===== src/rtl/srw_pkg.sv =====
package srw_pkg;

	localparam int TABLE_DEPTH = 4096;
	localparam int IDX_W = $clog2(TABLE_DEPTH);
	localparam int CNT_W = $clog2(TABLE_DEPTH + 1);

	localparam int WAVE_W = 32;
	localparam int FLUX_W = 32;
	localparam int PROD_W = 2 * FLUX_W;
	localparam int OUT_W = 48;
	localparam int SUM_SHIFT = 8;

	localparam logic [1:0] CMD_CLEAR = 2'd0;
	localparam logic [1:0] CMD_APPEND = 2'd1;
	localparam logic [1:0] CMD_GRID = 2'd2;

	typedef struct packed {
		logic done;
		logic ovf;
		logic [FLUX_W-1:0] quo;
	} div_res_t;

endpackage


===== src/rtl/srw_div.sv =====
module srw_div import srw_pkg::*; (
	input  logic clk,
	input  logic arst_n,
	input  logic start,
	input  logic [PROD_W-1:0] num,
	input  logic [FLUX_W-1:0] den,
	output div_res_t res
);

	localparam int STEP_W = $clog2(FLUX_W);

	logic run_q;
	logic done_q;
	logic [STEP_W-1:0] cnt_q;
	logic [FLUX_W-1:0] rem_q;
	logic [FLUX_W-1:0] lo_q;
	logic [FLUX_W-1:0] den_q;
	logic ovf_q;
	logic [FLUX_W:0] shifted;
	logic [FLUX_W:0] diff;
	logic fits;

	assign shifted = {rem_q, lo_q[FLUX_W-1]};
	assign fits = shifted >= {1'b0, den_q};
	assign diff = shifted - {1'b0, den_q};

	always_ff @(posedge clk or negedge arst_n) begin
		if (!arst_n) begin
			run_q <= 1'b0;
			done_q <= 1'b0;
			cnt_q <= '0;
		end else begin
			done_q <= run_q && !start && (cnt_q == STEP_W'(FLUX_W - 1));
			if (start) begin
				run_q <= 1'b1;
				cnt_q <= '0;
			end else if (run_q) begin
				cnt_q <= cnt_q + STEP_W'(1);
				if (cnt_q == STEP_W'(FLUX_W - 1))
					run_q <= 1'b0;
			end
		end
	end

	// one quotient bit per cycle, high half of the dividend preloaded as remainder
	always_ff @(posedge clk) begin
		if (start) begin
			rem_q <= num[PROD_W-1:FLUX_W];
			lo_q <= num[FLUX_W-1:0];
			den_q <= den;
			ovf_q <= num[PROD_W-1:FLUX_W] >= den;
		end else if (run_q) begin
			rem_q <= fits ? diff[FLUX_W-1:0] : shifted[FLUX_W-1:0];
			lo_q <= {lo_q[FLUX_W-2:0], fits};
		end
	end

	assign res.done = done_q;
	assign res.ovf = ovf_q;
	assign res.quo = lo_q;

endmodule


===== config.mk =====
export PLATFORM = sky130hd
export DESIGN_NAME = srw_div
export DESIGN_NICKNAME = d
export VERILOG_FILES = /design/src/rtl/srw_pkg.sv /design/src/rtl/srw_div.sv
export SDC_FILE = /design/constraint.sdc
export NUM_CORES = 1
export LEC_CHECK = 0
export BUFFER_PORTS_ARGS = -buffer_cell sky130_fd_sc_hd__buf_2
export CELL_PAD_IN_SITES_DETAIL_PLACEMENT = 2
export CELL_PAD_IN_SITES_GLOBAL_PLACEMENT = 2
export CORE_MARGIN = 2
export CORE_UTILIZATION = 36
export CTS_CLUSTER_DIAMETER = 60
export DETAILED_ROUTE_END_ITERATION = 8
export PLACE_DENSITY = 0.83
export SLEW_MARGIN = 40
export SYNTH_ARGS = -nofsm -noshare
export SYNTH_HDL_FRONTEND = slang
export SYNTH_SLANG_ARGS = --single-unit

===== constraint.sdc =====
create_clock -name clk -period 3.8 [get_ports clk]
set_clock_uncertainty 0.05 [all_clocks]
set_input_delay 0 -clock clk [delete_from_list [all_inputs] [get_ports clk]]
set_output_delay 0 -clock clk [all_outputs]
set_load 0.02 [all_outputs]

# Yosys cells after proc, flatten, opt, wreduce, memory -nomap -nowiden
# Index checks and enable logic that the tools add are counted.
[op_classes]
n_reduce_logical = 4
order_cmp = 2
muxes = 10
addsub = 2
eq_ne = 1
[ops]
columns = ["operator", "count"]
rows = [
  ["$mux W32", 5],
  ["$ge A33 B32 Y1", 1],
  ["$ge A32 B32 Y1", 1],
  ["$sub A32 B32 Y32", 1],
  ["$mux W5", 2],
  ["$add A5 B1 Y5 const B", 1],
  ["$eq A5 B5 Y1 const B", 1],
  ["$mux W1", 3],
  ["$logic_and A1 B1 Y1", 2],
  ["$reduce_bool A2 Y1", 1],
  ["$logic_not A1 Y1", 1],
]
[word_totals]
regBits = 104
in_bits = 99
word_cells = 26
out_inout_bits = 34

# Depth between registers and ports, before layout
[logic_depth]
ltp_word = 4
depth_mapped = 14
mapped_depth_nobuf = 12

# Worst setup path before layout
# No wires, ideal clock.
[synth_timing]
path_kind = "register to register"
start = "register lo_q[31]"
end = "register rem_q[20] (data pin)"
setup_time_ns = 0.260
path_buffers = 0
t_arrival_ns = 3.005
synth_period_minus_slack_ns = 3.315
stages_incl_launch_ff = 13
required_time_ns = 3.490
path_slack_ns = 0.485
cell_sequence = "edfxtp_1 inv_1 ha_1 inv_1 fa_1 a21o_1 a221o_1 a221oi_2 nand2_1 a221oi_2 xnor2_1 mux2_4 mux2_2"
[synth_between]
elab_chain_len = 4
elab_cells_between_ends = 5
cone_classes = "add/sub (1); order compare (1); mux (3)"
[synth_rtl]
columns = ["item", "line", "rtl"]
rows = [
  ["from (decl)", "srw_div.sv:16", "logic [FLUX_W-1:0] lo_q;"],
  ["from (signal assigned)", "srw_div.sv:49", "lo_q <= num[FLUX_W-1:0];"],
  ["from (signal assigned)", "srw_div.sv:54", "lo_q <= {lo_q[FLUX_W-2:0], fits};"],
  ["$sub A32 B32 Y32 / $ge A33 B32 Y1 (equally long branches)", "srw_div.sv:25, srw_div.sv:24", ""],
  ["$mux W32 *", "srw_div.sv:53", "rem_q <= fits ? diff[FLUX_W-1:0] : shifted[FLUX_W-1:0];"],
  ["$mux W32 *", "srw_div.sv:52", "end else if (run_q) begin"],
  ["$mux W32 *", "srw_div.sv:47", "if (start) begin"],
  ["to (signal assigned)", "srw_div.sv:48", "rem_q <= num[PROD_W-1:FLUX_W];"],
  ["to (signal assigned)", "srw_div.sv:53", ""],
  ["to (decl)", "srw_div.sv:15", "logic [FLUX_W-1:0] rem_q;"],
]
# Every way passes the cells marked *; elsewhere a longest branch is shown, timed or not. The select of a mux whose other input is x is not followed.
# A chain may end at the register's enable or synchronous reset.

# Final worst setup path
[layout_timing]
start = "register lo_q[31]"
end = "register rem_q[30] (data pin)"
# Same word-level chain as after synthesis.

==> out/qor.txt <==
Tcrit/Tclk final: 0.9617
CP endpoint kind: register
Clock transition at path regs: 0.09 ns
Final hold vios: 0
Global Route Usage Sum: 0.2445
Vias in the first global route: 7271
WP data required: 3.87 ns
#FFs+latches synth: 104
FF/Latch Area: 0.003088 mm2
Commonest cells after routing, fill and taps aside: buf_2, edfxtp_1, dlygate4sd3_1, inv_1, ha_1
Most common cell after layout, fill and taps aside: buf_2
Setup WS pre-CTS: 0.06171 ns
Syn nets: 833
CTS max path bufs: 2
Sequential share of the synthesized area: 0.4311
Seq pwr share: 0.287
Max Fanout on Critical Path: 4
Main combinational cell family by area after synthesis: compound AO/OA/AOI/OAI gates
Fillers: 2046
GR Util met3: 0.05157
Setup ws final: 0.1454 ns
VDD IR max: 257.0 uV
Starting density of the core: 0.3668
Final min period: 3.655 ns
Hpwl dp: 16540 um
Die height: 145.1 um
Worst min-delay path class: in -> reg
Pwr dens: 652.7 mW/mm2
Nets@finish: 1053
Root Driver: clkbuf_16
Clk pwr share: 0.167
Placer Congestion: 0.8407
Die X: 145.1 um
Int Pwr: 3.599 mW
Status: completed
Routed via count: 6154
Critical Path Start Type: register
Adder-Cell Fraction of Synth Area: 0.1181
Clk sinks: 104
Share of post-route cells with drive strength above 1: 0.2612
Vias/cell: 5.314
Synth Area in Compound Gates: 0.1357
Synth Area in Simple Gates: 0.1081
Static Leak: 4.263 nW
Total net switching power: 2.531 mW
Total gr overflow: 0
Share of flip-flops with an asynchronous set or reset after synthesis: 0.06731
Synth cell types: 58
Area Overhead vs Synth: 31.11%
Top_reg_cell synth: edfxtp_1
IO Port Bufs: 132
Core Footprint: 0.01953 mm2
Arrival @ worst endpoint: 3.72 ns
DR pass1 iterations: 4
Fmax: 273.6 MHz
WL/cell: 21.77 um
Area of the multi-input gates: 0.003662 mm2
XOR/XNOR Fraction of Synth Area: 0.03424
CTS tree: done
Setup TNS: 0 ns
GRT busiest layer: met2
Met1 Use GR: 0.2764
# setup viols final: 0
WL final: 25210 um
Largest net degree at the start of global routing: 58
DR iter-0 viols: 273
Switching Share: 0.4129
First-pass GRT wire length: 40590 um
Combinational share of power: 0.545
Num rows: 51
Post-synthesis mux area share: 0.1127
Fin. max-slew vios: 0
Slew @ Worst Pin: 0.7551 ns
Initial antenna violation count: 1
Die area: 0.02104 mm2
MaxCap Viol Count: 0
TritonCTS Buffers: 9
Setup CP Type: reg -> reg
RSZ-0062 raised after global routing: false
Max transition margin: 0.4966
DRC viols: 0
Clock Latency Late Sink: 0.39 ns
H-tree depth: 3
Mapped cell area: 0.007163 mm2
Detail Route Antenna Nets: 0
Mean Syn Cell Area: 10.74 um2
Yosys warning total: 0
Met2 Usage GRT: 0.4590
Number of flops mapped to enable cells by yosys: 97
Post-Synthesis Cells: 667
Num ports: 133
worst max-delay path, stage by stage (launching register included):
cell and delay, ns:
edfxtp_1 0.41, inv_1 0.08, ha_1 0.18, inv_1 0.07
fa_1 0.41, a21o_1 0.22, a221o_1 0.40, a221oi_4 0.32
a31oi_1 0.20, o31a_1 0.39, a221oi_2 0.27, nor4b_1 0.29
nor4_1 0.09
state kept, by name (all words and copies together), names as in the netlist:
signal,count
run_q,1
ovf_q,1
den_q,32
done_q,1
rem_q,32
lo_q,32
cnt_q,5
power groups by stage:
stage	clock, mW	sequential, mW	combinational [mW]
after floorplan	0	1.77	2.32
after global placement	0	1.75	2.97
after detailed placement	0	1.77	3.17
after CTS	1.03	1.75	3.28
after global routing	1.08	1.79	3.66
final	1.03	1.76	3.34
layout make-up:
type                    instances  share of cell area
multi-input cells             460              0.3900
clock buffers                   9             0.02398
flip-flops and latches        104              0.3288
diodes                          1           0.0002665
inverters                      74             0.02958
repair buffers                238              0.1820
well taps                     265             0.03531
clock inverters                 7             0.01013
through the flow:
| stage | hold slack, ns | util | cell area [um2] | cells | power [mW] |
|---|---|---|---|---|---|
| after floorplan | -0.3456 | - | 7163 | 667 | 4.088 |
| after global placement | -0.2128 | 0.4145 | 8093 | 1045 | 4.717 |
| after detailed placement | -0.2051 | 0.4145 | 8093 | 1045 | 4.932 |
| after CTS | 0.006548 | 0.4796 | 9364 | 1156 | 6.066 |
| after global routing | 0.04950 | 0.4810 | 9392 | 1158 | 6.538 |
| final | 0.004077 | 0.4810 | 9392 | 1158 | 6.130 |
worst paths after layout:
kind                                 startpoint              endpoint  slack, ns  cells past startpoint
hold / removal                          num[59]   rem_q[27]$_DFFE_PP_      0.004                      3
hold reg to reg            cnt_q[4]$_DFFE_PN0P_  cnt_q[4]$_DFFE_PN0P_       0.50                      2
min in group asynchronous                arst_n  cnt_q[0]$_DFFE_PN0P_       0.50                      3
max in group asynchronous                arst_n  cnt_q[3]$_DFFE_PN0P_       2.93                      3
setup reg to reg             lo_q[31]$_DFFE_PP_   rem_q[30]$_DFFE_PP_       0.15                     12
setup / recovery             lo_q[31]$_DFFE_PP_   rem_q[30]$_DFFE_PP_       0.15                     12
synth_stat cells (4+ instances only):
library cell / count / area (um2)
and3_1: 4 / 25.02
ha_1: 66 / 825.8
o21a_1: 4 / 30.03
buf_6: 4 / 45.04
a31oi_1: 9 / 56.30
nand4_1: 11 / 68.82
o21ai_0: 21 / 105.1
nand2_1: 35 / 131.4
a21oi_1: 52 / 260.3
dfrtp_1: 7 / 175.2
mux2_2: 49 / 551.8
o21bai_1: 5 / 37.54
xnor2_1: 14 / 122.6
edfxtp_1: 97 / 2913
inv_1: 74 / 277.8
and2_1: 4 / 25.02
nand3_1: 11 / 55.05
clkbuf_1: 18 / 67.56
a21o_1: 30 / 225.2
nor2b_1: 14 / 87.58
nor4b_1: 6 / 52.55
nor4_1: 7 / 43.79
xor2_1: 14 / 122.6
mux2_4: 13 / 195.2
nor3_1: 18 / 90.09
nor2_1: 23 / 86.33
mux2i_1: 6 / 60.06
logic make-up (layout without fill, tap and decap cells):
kind of cell	count (synthesis)	in the layout
other cells	0	1
xor+xnor	28	28
simple gates	148	148
fa+ha+maj	67	67
compound gates	149	149
mux	68	68
buf+inv	103	328
flops	104	104
routing by layer:
metal,share of wire,vias up
met5,0,-
met4,0.027,0
met3,0.038,41
met2,0.54,158
met1,0.40,3068
li1,-,2887
repair_timing:
action	4_1_cts	5_1_grt
buffers inserted	0	1
gates resized for setup	0	2
endpoints found under the hold margin	115	0
hold buffers	95	0
setup endpoints to repair	0	3
Power figures use the tool's default switching activity.
